==> src/hw/rtl/blpg_pkg.sv <==
`timescale 1ns / 1ps
// ----------------------------------------------------------------------------
// blpg_pkg
// Shared types and constants of the line pixel generator.
// ----------------------------------------------------------------------------
package blpg_pkg;

    localparam int CFG_BITS     = 13;
    localparam int CFG_IDX_BITS = 1;
    localparam int ADDR_BITS    = 24;
    localparam int COLOR_BITS   = 24;
    localparam int CHAN_BITS    = 8;
    localparam int AREA_BITS    = 2 * CFG_BITS;

    // register indexes
    localparam logic [CFG_IDX_BITS-1:0] CFG_FRAME_WIDTH  = 1'b0;
    localparam logic [CFG_IDX_BITS-1:0] CFG_FRAME_HEIGHT = 1'b1;

    localparam logic [CFG_BITS-1:0]  RESET_FRAME_WIDTH  = 13'd1024;
    localparam logic [CFG_BITS-1:0]  RESET_FRAME_HEIGHT = 13'd768;
    localparam logic [AREA_BITS-1:0] RESET_FRAME_AREA   = 26'd786432;

    // item actions
    localparam logic ACTION_LOAD = 1'b0;
    localparam logic ACTION_STEP = 1'b1;

    typedef struct packed {
        logic [CFG_BITS-1:0]  width;
        logic [CFG_BITS-1:0]  height;
        logic [AREA_BITS-1:0] area;
    } frame_cfg_t;

endpackage

==> src/hw/rtl/blpg_cfg.sv <==
`timescale 1ns / 1ps
// ----------------------------------------------------------------------------
// blpg_cfg
// Frame size registers and the registered frame area.
// ----------------------------------------------------------------------------
module blpg_cfg
    import blpg_pkg::*;
(
    input  logic                    aclk,
    input  logic                    aresetn,
    input  logic                    cfg_wr_en,
    input  logic [CFG_IDX_BITS-1:0] cfg_index,
    input  logic [CFG_BITS-1:0]     cfg_data,
    output frame_cfg_t              frame_cfg
);

    logic [CFG_BITS-1:0]  width_reg;
    logic [CFG_BITS-1:0]  height_reg;
    logic [AREA_BITS-1:0] area_reg;

    always_ff @(posedge aclk) begin
        if (!aresetn) begin
            width_reg  <= RESET_FRAME_WIDTH;
            height_reg <= RESET_FRAME_HEIGHT;
            area_reg   <= RESET_FRAME_AREA;
        end else begin
            if (cfg_wr_en) begin
                case (cfg_index)
                    CFG_FRAME_WIDTH:  width_reg  <= cfg_data;
                    CFG_FRAME_HEIGHT: height_reg <= cfg_data;
                    default: ;
                endcase
            end
            // follows the size registers in the following cycle
            area_reg <= width_reg * height_reg;
        end
    end

    assign frame_cfg.width  = width_reg;
    assign frame_cfg.height = height_reg;
    assign frame_cfg.area   = area_reg;

endmodule

==> src/hw/rtl/blpg_line.sv <==
`timescale 1ns / 1ps
// ----------------------------------------------------------------------------
// blpg_line
// Line setup on load and Bresenham error stepping on each pixel.
// ----------------------------------------------------------------------------
module blpg_line
    import blpg_pkg::*;
#(
    parameter int CB = 13
)
(
    input  logic                  aclk,
    input  logic                  aresetn,
    input  logic                  load_en,
    input  logic                  step_en,
    input  logic signed [CB-1:0]  x_start,
    input  logic signed [CB-1:0]  y_start,
    input  logic signed [CB-1:0]  x_end,
    input  logic signed [CB-1:0]  y_end,
    input  logic [COLOR_BITS-1:0] color_in,
    output logic                  active,
    output logic [CB-1:0]         pix_x,
    output logic [CB-1:0]         pix_y,
    output logic                  pix_last,
    output logic [COLOR_BITS-1:0] color_out
);

    localparam int EW = CB + 2;

    logic [CB-1:0]         major_pos_reg;
    logic [CB-1:0]         major_end_reg;
    logic [CB-1:0]         minor_pos_reg;
    logic                  step_down_reg;
    logic signed [EW-1:0]  acc_reg;
    logic [CB:0]           incr_reg;
    logic [CB-1:0]         span_reg;
    logic                  swapped_reg;
    logic                  active_reg;
    logic [COLOR_BITS-1:0] color_reg;

    logic [CB-1:0]        a0, b0, a1, b1;
    logic signed [CB:0]   da, db, dmin;
    logic [CB:0]          mag_a, mag_b, mag_min;
    logic                 swap;
    logic [CB-1:0]        p0, q0, p1, q1;
    logic [CB-1:0]        ma0, mi0, ma1, mi1;
    logic signed [EW-1:0] acc_sum;
    logic signed [EW-1:0] span_ext;
    logic                 minor_move;

    // negative coordinates clamp to 1
    always_comb begin
        a0 = x_start[CB-1] ? CB'(1) : x_start;
        b0 = y_start[CB-1] ? CB'(1) : y_start;
        a1 = x_end[CB-1]   ? CB'(1) : x_end;
        b1 = y_end[CB-1]   ? CB'(1) : y_end;
    end

    always_comb begin
        da    = $signed({1'b0, a0}) - $signed({1'b0, a1});
        db    = $signed({1'b0, b0}) - $signed({1'b0, b1});
        mag_a = da[CB] ? (CB+1)'(-da) : (CB+1)'(da);
        mag_b = db[CB] ? (CB+1)'(-db) : (CB+1)'(db);
        swap  = mag_a < mag_b;
        p0 = swap ? b0 : a0;
        q0 = swap ? a0 : b0;
        p1 = swap ? b1 : a1;
        q1 = swap ? a1 : b1;
        // order endpoints so the major coordinate rises
        if (p0 > p1) begin
            ma0 = p1; mi0 = q1; ma1 = p0; mi1 = q0;
        end else begin
            ma0 = p0; mi0 = q0; ma1 = p1; mi1 = q1;
        end
        dmin    = $signed({1'b0, mi1}) - $signed({1'b0, mi0});
        mag_min = dmin[CB] ? (CB+1)'(-dmin) : (CB+1)'(dmin);
    end

    always_comb begin
        acc_sum    = acc_reg + $signed({1'b0, incr_reg});
        span_ext   = $signed({2'b00, span_reg});
        minor_move = acc_sum > span_ext;
    end

    always_ff @(posedge aclk) begin
        if (!aresetn) begin
            active_reg <= 1'b0;
        end else if (load_en) begin
            active_reg <= 1'b1;
        end else if (step_en && (major_pos_reg >= major_end_reg)) begin
            active_reg <= 1'b0;
        end
    end

    always_ff @(posedge aclk) begin
        if (load_en) begin
            major_pos_reg <= ma0;
            major_end_reg <= ma1;
            minor_pos_reg <= mi0;
            span_reg      <= ma1 - ma0;
            incr_reg      <= {mag_min[CB-1:0], 1'b0};
            acc_reg       <= '0;
            step_down_reg <= !(mi1 > mi0);
            swapped_reg   <= swap;
            color_reg     <= color_in;
        end else if (step_en) begin
            if (minor_move) begin
                minor_pos_reg <= step_down_reg ? minor_pos_reg - CB'(1)
                                               : minor_pos_reg + CB'(1);
                acc_reg       <= acc_sum - (span_ext <<< 1);
            end else begin
                acc_reg <= acc_sum;
            end
            if (major_pos_reg < major_end_reg) begin
                major_pos_reg <= major_pos_reg + CB'(1);
            end
        end
    end

    assign active    = active_reg;
    assign pix_x     = swapped_reg ? minor_pos_reg : major_pos_reg;
    assign pix_y     = swapped_reg ? major_pos_reg : minor_pos_reg;
    assign pix_last  = major_pos_reg >= major_end_reg;
    assign color_out = color_reg;

`ifndef SYNTHESIS
    // error term stays within one span of zero while a line is drawn
    a_acc_bound: assert property (@(posedge aclk) disable iff (!aresetn)
        active_reg |-> (acc_reg <= span_ext) && (acc_reg >= -span_ext))
        else $error("error term out of range");
`endif

endmodule

==> src/hw/rtl/blpg_addr.sv <==
`timescale 1ns / 1ps
// ----------------------------------------------------------------------------
// blpg_addr
// Bottom-up buffer address and frame bounds check for one pixel.
// ----------------------------------------------------------------------------
module blpg_addr
    import blpg_pkg::*;
#(
    parameter int CB = 13
)
(
    input  logic [CB-1:0]        pix_x,
    input  logic [CB-1:0]        pix_y,
    input  frame_cfg_t           frame_cfg,
    output logic [ADDR_BITS-1:0] address,
    output logic                 in_frame
);

    localparam int MW = (CB > CFG_BITS) ? CB : CFG_BITS;
    localparam int DW = MW + 1;
    localparam int PW = DW + CFG_BITS + 1;
    localparam int AW = PW + 1;

    logic signed [DW-1:0]       height_s;
    logic signed [DW-1:0]       y_s;
    logic signed [DW-1:0]       row;
    logic signed [CFG_BITS:0]   width_s;
    logic signed [PW-1:0]       row_base;
    logic signed [AW-1:0]       addr_full;

    always_comb begin
        height_s  = $signed({{(DW-CFG_BITS){1'b0}}, frame_cfg.height});
        y_s       = $signed({{(DW-CB){1'b0}}, pix_y});
        row       = height_s - y_s;
        width_s   = $signed({1'b0, frame_cfg.width});
        row_base  = PW'(row) * PW'(width_s);
        addr_full = AW'(row_base) + AW'($signed({1'b0, pix_x}));
    end

    assign address  = addr_full[ADDR_BITS-1:0];
    assign in_frame = !addr_full[AW-1] &&
                      (addr_full[AW-2:0] < (AW-1)'(frame_cfg.area));

endmodule

==> src/hw/rtl/bresenham_line_pixel_generator.sv <==
`timescale 1ns / 1ps
// ----------------------------------------------------------------------------
// bresenham_line_pixel_generator
// Bresenham line rasterizer producing bottom-up frame buffer pixels.
// ----------------------------------------------------------------------------
// Usage:
//   Write frame_width (index 0) and frame_height (index 1) on the cfg port
//   while the block is idle; they reset to 1024 and 768.
//   Input words (s_*) with action load latch two endpoints and a color and
//   give no output. Input words with action step give one pixel word (m_*)
//   each while a line is active, m_last marking the final pixel; a step
//   with no line active is dropped.
//   m_valid rises after a step word is accepted: the accepting edge fills
//   the input register, the advancing edge fills the output register.
//   Throughput is one word per cycle while m_ready holds, with the error
//   update and address multiply combinational between the two registers.
//   The input register takes a new word while a pixel waits on m_ready;
//   when both registers are full, s_ready drops until the receiver takes
//   the pixel.
//   Reset clears the line state (no line active) and empties both registers.
// ----------------------------------------------------------------------------
module bresenham_line_pixel_generator
    import blpg_pkg::*;
#(
    parameter int COORD_BITS = 13
)
(
    input  logic                    aclk,
    input  logic                    aresetn,
    input  logic                    cfg_wr_en,
    input  logic [CFG_IDX_BITS-1:0] cfg_index,
    input  logic [CFG_BITS-1:0]     cfg_data,
    input  logic                    s_valid,
    output logic                    s_ready,
    input  logic                    s_action,
    input  logic signed [COORD_BITS-1:0] s_x_start,
    input  logic signed [COORD_BITS-1:0] s_y_start,
    input  logic signed [COORD_BITS-1:0] s_x_end,
    input  logic signed [COORD_BITS-1:0] s_y_end,
    input  logic [COLOR_BITS-1:0]   s_draw_color,
    output logic                    m_valid,
    input  logic                    m_ready,
    output logic [ADDR_BITS-1:0]    m_pixel_address,
    output logic                    m_in_frame,
    output logic [CHAN_BITS-1:0]    m_red,
    output logic [CHAN_BITS-1:0]    m_green,
    output logic [CHAN_BITS-1:0]    m_blue,
    output logic                    m_last
);

    localparam int CB = COORD_BITS;

    frame_cfg_t frame_cfg;

    logic                  in_valid_reg;
    logic                  in_action_reg;
    logic signed [CB-1:0]  in_x_start_reg;
    logic signed [CB-1:0]  in_y_start_reg;
    logic signed [CB-1:0]  in_x_end_reg;
    logic signed [CB-1:0]  in_y_end_reg;
    logic [COLOR_BITS-1:0] in_color_reg;

    logic                  out_valid_reg;
    logic [ADDR_BITS-1:0]  out_addr_reg;
    logic                  out_in_frame_reg;
    logic [COLOR_BITS-1:0] out_color_reg;
    logic                  out_last_reg;

    logic                  out_free;
    logic                  advance;
    logic                  load_en;
    logic                  emit;
    logic                  line_active;
    logic [CB-1:0]         pix_x;
    logic [CB-1:0]         pix_y;
    logic                  pix_last;
    logic [COLOR_BITS-1:0] pix_color;
    logic [ADDR_BITS-1:0]  pix_addr;
    logic                  pix_in_frame;

    assign out_free = !out_valid_reg || m_ready;
    assign advance  = in_valid_reg && out_free;
    assign load_en  = advance && (in_action_reg == ACTION_LOAD);
    assign emit     = advance && (in_action_reg == ACTION_STEP) && line_active;
    assign s_ready  = !in_valid_reg || advance;

    blpg_cfg u_cfg (
        .aclk      (aclk),
        .aresetn   (aresetn),
        .cfg_wr_en (cfg_wr_en),
        .cfg_index (cfg_index),
        .cfg_data  (cfg_data),
        .frame_cfg (frame_cfg)
    );

    blpg_line #(.CB(CB)) u_line (
        .aclk      (aclk),
        .aresetn   (aresetn),
        .load_en   (load_en),
        .step_en   (emit),
        .x_start   (in_x_start_reg),
        .y_start   (in_y_start_reg),
        .x_end     (in_x_end_reg),
        .y_end     (in_y_end_reg),
        .color_in  (in_color_reg),
        .active    (line_active),
        .pix_x     (pix_x),
        .pix_y     (pix_y),
        .pix_last  (pix_last),
        .color_out (pix_color)
    );

    blpg_addr #(.CB(CB)) u_addr (
        .pix_x     (pix_x),
        .pix_y     (pix_y),
        .frame_cfg (frame_cfg),
        .address   (pix_addr),
        .in_frame  (pix_in_frame)
    );

    // input register
    always_ff @(posedge aclk) begin
        if (!aresetn) begin
            in_valid_reg <= 1'b0;
        end else if (s_ready) begin
            in_valid_reg <= s_valid;
        end
    end

    always_ff @(posedge aclk) begin
        if (s_valid && s_ready) begin
            in_action_reg  <= s_action;
            in_x_start_reg <= s_x_start;
            in_y_start_reg <= s_y_start;
            in_x_end_reg   <= s_x_end;
            in_y_end_reg   <= s_y_end;
            in_color_reg   <= s_draw_color;
        end
    end

    // output register: hold until taken
    always_ff @(posedge aclk) begin
        if (!aresetn) begin
            out_valid_reg <= 1'b0;
        end else if (emit) begin
            out_valid_reg <= 1'b1;
        end else if (m_ready) begin
            out_valid_reg <= 1'b0;
        end
    end

    always_ff @(posedge aclk) begin
        if (emit) begin
            out_addr_reg     <= pix_addr;
            out_in_frame_reg <= pix_in_frame;
            out_color_reg    <= pix_color;
            out_last_reg     <= pix_last;
        end
    end

    assign m_valid         = out_valid_reg;
    assign m_pixel_address = out_addr_reg;
    assign m_in_frame      = out_in_frame_reg;
    assign m_red           = out_color_reg[CHAN_BITS-1:0];
    assign m_green         = out_color_reg[2*CHAN_BITS-1:CHAN_BITS];
    assign m_blue          = out_color_reg[3*CHAN_BITS-1:2*CHAN_BITS];
    assign m_last          = out_last_reg;

`ifndef SYNTHESIS
    a_emit_active: assert property (@(posedge aclk) disable iff (!aresetn)
        emit |-> line_active)
        else $error("pixel emitted with no line active");

    a_last_ends_line: assert property (@(posedge aclk) disable iff (!aresetn)
        (emit && pix_last) |=> !line_active)
        else $error("line still active after its last pixel");

    a_no_overwrite: assert property (@(posedge aclk) disable iff (!aresetn)
        (out_valid_reg && !m_ready) |-> !emit)
        else $error("pending pixel overwritten");
`endif

endmodule
==> config.mk <==
export PLATFORM = sky130hd
export DESIGN_NAME = bresenham_line_pixel_generator
export DESIGN_NICKNAME = d
export VERILOG_FILES = /design/src/hw/rtl/blpg_pkg.sv /design/src/hw/rtl/blpg_cfg.sv /design/src/hw/rtl/blpg_line.sv /design/src/hw/rtl/blpg_addr.sv /design/src/hw/rtl/bresenham_line_pixel_generator.sv
export SDC_FILE = /design/constraint.sdc
export NUM_CORES = 2
export LEC_CHECK = 0
export ABC_AREA = 1
export BUFFER_PORTS_ARGS = -buffer_cell sky130_fd_sc_hd__clkbuf_2
export CAP_MARGIN = 10
export CORE_UTILIZATION = 60
export DETAILED_ROUTE_END_ITERATION = 10
export GPL_TIMING_DRIVEN = 0
export HOLD_SLACK_MARGIN = 0.08
export PLACE_DENSITY_LB_ADDON = 0.12
export SLEW_MARGIN = 0
export SYNTH_ARGS = -nofsm -noshare
export SYNTH_HDL_FRONTEND = slang
export SYNTH_HIERARCHICAL = 1
export SYNTH_SLANG_ARGS = --single-unit
==> constraint.sdc <==
create_clock -name aclk -period 11.5 [get_ports aclk]
set_clock_uncertainty 0.1 [all_clocks]
set_input_delay 1.15 -clock aclk [delete_from_list [all_inputs] [get_ports aclk]]
set_output_delay 1.15 -clock aclk [all_outputs]
set_load 0.005 [all_outputs]
==> run summary <==
Outcome -> finished clean
Number of maximum-capacitance constraint violations -> 0
Data required time at the worst endpoint -> 11.74 ns
Ratio of cells with drive above 1 in the final layout -> 7.43%
Worst min-delay path startpoint -> u_line/color_out[13]
Number of pins exceeding their max-slew limit in the final report -> 0
Diode insertion count for antenna repair -> 0
Slew @ Worst Pin -> 1.02 ns
Flop-to-flop setup slack -> 0.85 ns
CTS tree -> done
Number of buffers added by the clock tree synthesis step -> 34
Die outline area -> 53500 µm²
Syn. warnings -> 6
Register area share after synthesis -> 25.0%
RSZ-0062 raised after global routing -> false
Post-synthesis average cell area -> 8.03 µm²
Total DRC errors in the routed layout -> 0
# port buffers -> 147
Number of distinct library cells after synthesis -> 59
CTS clk-pin slew, worst paths -> 0.07 ns
Minimum period implied by the final worst setup slack -> 10.65 ns
Smallest hold slack -> 0.310 ns
Path type of the worst min-delay path -> reg -> reg
First-pass GRT wire length -> 129000 µm
Delay of the slowest cell on the worst path -> 0.49 ns
DP Cell Count -> 4764
Clock latency on the worst-skew pair -> 0.56 ns
Worst Setup Path Type -> reg -> reg
Cell types with the largest area share after synthesis -> sky130_fd_sc_hd__edfxtp_1 (21%), sky130_fd_sc_hd__fa_1 (21%), sky130_fd_sc_hd__ha_1 (12%), sky130_fd_sc_hd__inv_1 (11%), sky130_fd_sc_hd__nand2_1 (10%)
Final-report setup violation count -> 0
Initial cell density of the core -> 61.2%
Global-route usage over all layers -> 31.0%
Total overflow reported by the global router -> 0
Most used flip-flop cell after synthesis -> sky130_fd_sc_hd__edfxtp_1
Syn nets -> 4659
H-tree depth reported by CTS -> 2
Highest attainable clock frequency -> 0.0939 GHz
Remaining number of nets flagged by the antenna check after routing -> 0
Relative slew slack -> 31.8%
Area overhead of the layout relative to synthesis -> 9.09%
Cell accounting for the most synthesized area -> sky130_fd_sc_hd__edfxtp_1
Critical path origin -> in_x_end_reg[12]
Deepest clock path buffer count -> 3
Max FO, Critical Path -> 11
Endpoint of the worst-slack reg-to-reg timing path -> u_line/incr_reg[13]
Summed negative setup slack over all endpoints -> 0 ns
Routability congestion estimate from global placement -> 0.961
Die Span X -> 231 µm
Number of synthesized flops with an enable pin -> 217
Standard cell with the maximum stage delay on the critical path -> sky130_fd_sc_hd__fa_1
Top cells by instance count after synthesis -> sky130_fd_sc_hd__inv_1 (905), sky130_fd_sc_hd__nand2_1 (868), sky130_fd_sc_hd__fa_1 (324), sky130_fd_sc_hd__ha_1 (309), sky130_fd_sc_hd__nor2_1 (302)
Post-synthesis cell count -> 3930
Number of cells in the finished layout apart from fillers -> 4824
Category of the worst setup path launch point -> register
DR WL/cell -> 16.7 µm
Ys async rst share -> 0%
Worst Hold Path EP -> out_color_reg[13]
Yosys top cell area share -> 20.6%
Core Region -> 51600 µm²
First DRT Iteration DRCs -> 1856
Max reg flops -> 26
Arrival time of data at the critical path endpoint -> 10.89 ns
Hold Fails Final Rpt -> 0
Largest net degree at the start of global routing -> 71
Worst setup EP type -> register
Number of detailed-routing iterations run before antenna repair -> 9
Initial antenna violation count -> 0
Average vias per placed instance -> 5.21
Hold depth -> 0
Most frequently used cell type in the post-synthesis netlist -> sky130_fd_sc_hd__inv_1
Number of rows in the core area -> 83
Number of nets at the end of the flow -> 4847
Vias in the first global route -> 24808
Number of cells traversed by the worst register-to-register path -> 56
Top-level I/O count -> 148
Vias post-DR -> 25142
Ratio of final minimum period to clock period -> 92.7%
Reg2Reg Launch Point -> in_x_end_reg[12]
Clock sink total -> 286
Core Util, Final -> 66.7%
Multi-input gate area in the final layout -> 19900 µm²
Filler cell count -> 4434
Die height -> 231 µm
Netlist area before placement -> 31600 µm²
Final routed wirelength across all metal layers -> 80400 µm
HPWL after detailed placement -> 66700 µm
Most Frequent Cell on Critical Path -> sky130_fd_sc_hd__nand2_1
Area used by sequential logic in the layout -> 7900 µm²
Number of synthesized register bits -> 286
Clk root buf -> sky130_fd_sc_hd__clkbuf_16
==> worst max path at each step <==
stage	cells past startpoint	end	slack, ns
final	56	u_line/incr_reg[13]	0.85
after global routing	56	u_line/incr_reg[13]	0.04
after CTS	57	u_line/incr_reg[13]	0.08
after detailed placement	56	u_line/incr_reg[13]	0.009
after global placement	56	u_line/incr_reg[13]	0.09
after floorplan	58	u_line/incr_reg[11]	2.71
==> critical path, delay by kind of cell (launching register included) <==
kind	cells	cell delay, ns
and+or+nand+nor	24	3.44
buffers and inverters	16	2.16
adders and majority gates	6	2.11
AOI/OAI and AO/OA	9	2.01
DFF	1	0.42
xor gates and xnor gates	1	0.17
==> cell usage in the layout, fill, tap and decap left out, drive strengths merged, types with 69 or more instances in the layout <==
cell and n:
inv 919, nand2 890, fa 324, nor2 318
ha 309, clkbuf 263, edfxtp 217, o21ai 210
a21oi 179, nand3 133, xor2 91, dfxtp 69
==> metal layers <==
metal	share of wire (%)	up-vias	GRT usage [%]
met4	3.2	0	10.0
met1	44	11711	42.3
li1	-	12460	-
met5	0	-	0
met3	6.1	121	3.67
met2	46	850	51.5
==> layout make-up <==
| class | count | area share, % |
|---|---|---|
| Tap cell | 680 | 2.47 |
| Clock inverter | 19 | 0.628 |
| Buffer | 93 | 1.17 |
| Inverter | 916 | 10.0 |
| Multi-Input combinational cell | 2633 | 57.6 |
| Clock buffer | 43 | 2.63 |
| Timing Repair Buffer | 154 | 2.51 |
| Sequential cell | 286 | 22.9 |
==> repair_timing <==
item / in CTS / in global routing
resized for setup: 1 / 12
setup buffers: 0 / 0
hold endpoints to repair: 0 / 0
hold buffers: 0 / 0
setup endpoints to repair: 1 / 13
==> stage by stage <==
step | instance area, µm² | worst slack, ns
finish | 34400 | 0.845
floorplan | 31600 | 2.71
global placement | 33200 | 0.0901
detailed placement | 33300 | 0.00872
CTS | 34400 | 0.0775
global route | 34400 | 0.0352
==> cells by family (layout without fill, tap and decap cells) <==
logic type,Yosys count,after routing,share of synthesized area [%]
compound gates,452,452,7.84
fa+ha+maj,633,633,32.8
mux,2,2,0.0634
other cells,2,2,0.0238
xor+xnor,137,137,3.86
flops,286,286,25.0
simple gates,1407,1407,18.2
buf+inv,1011,1225,12.2
Power is left out: the tool's default activity adds up to more than one toggle a clock period on the data nets, which glitch-free logic cannot reach.
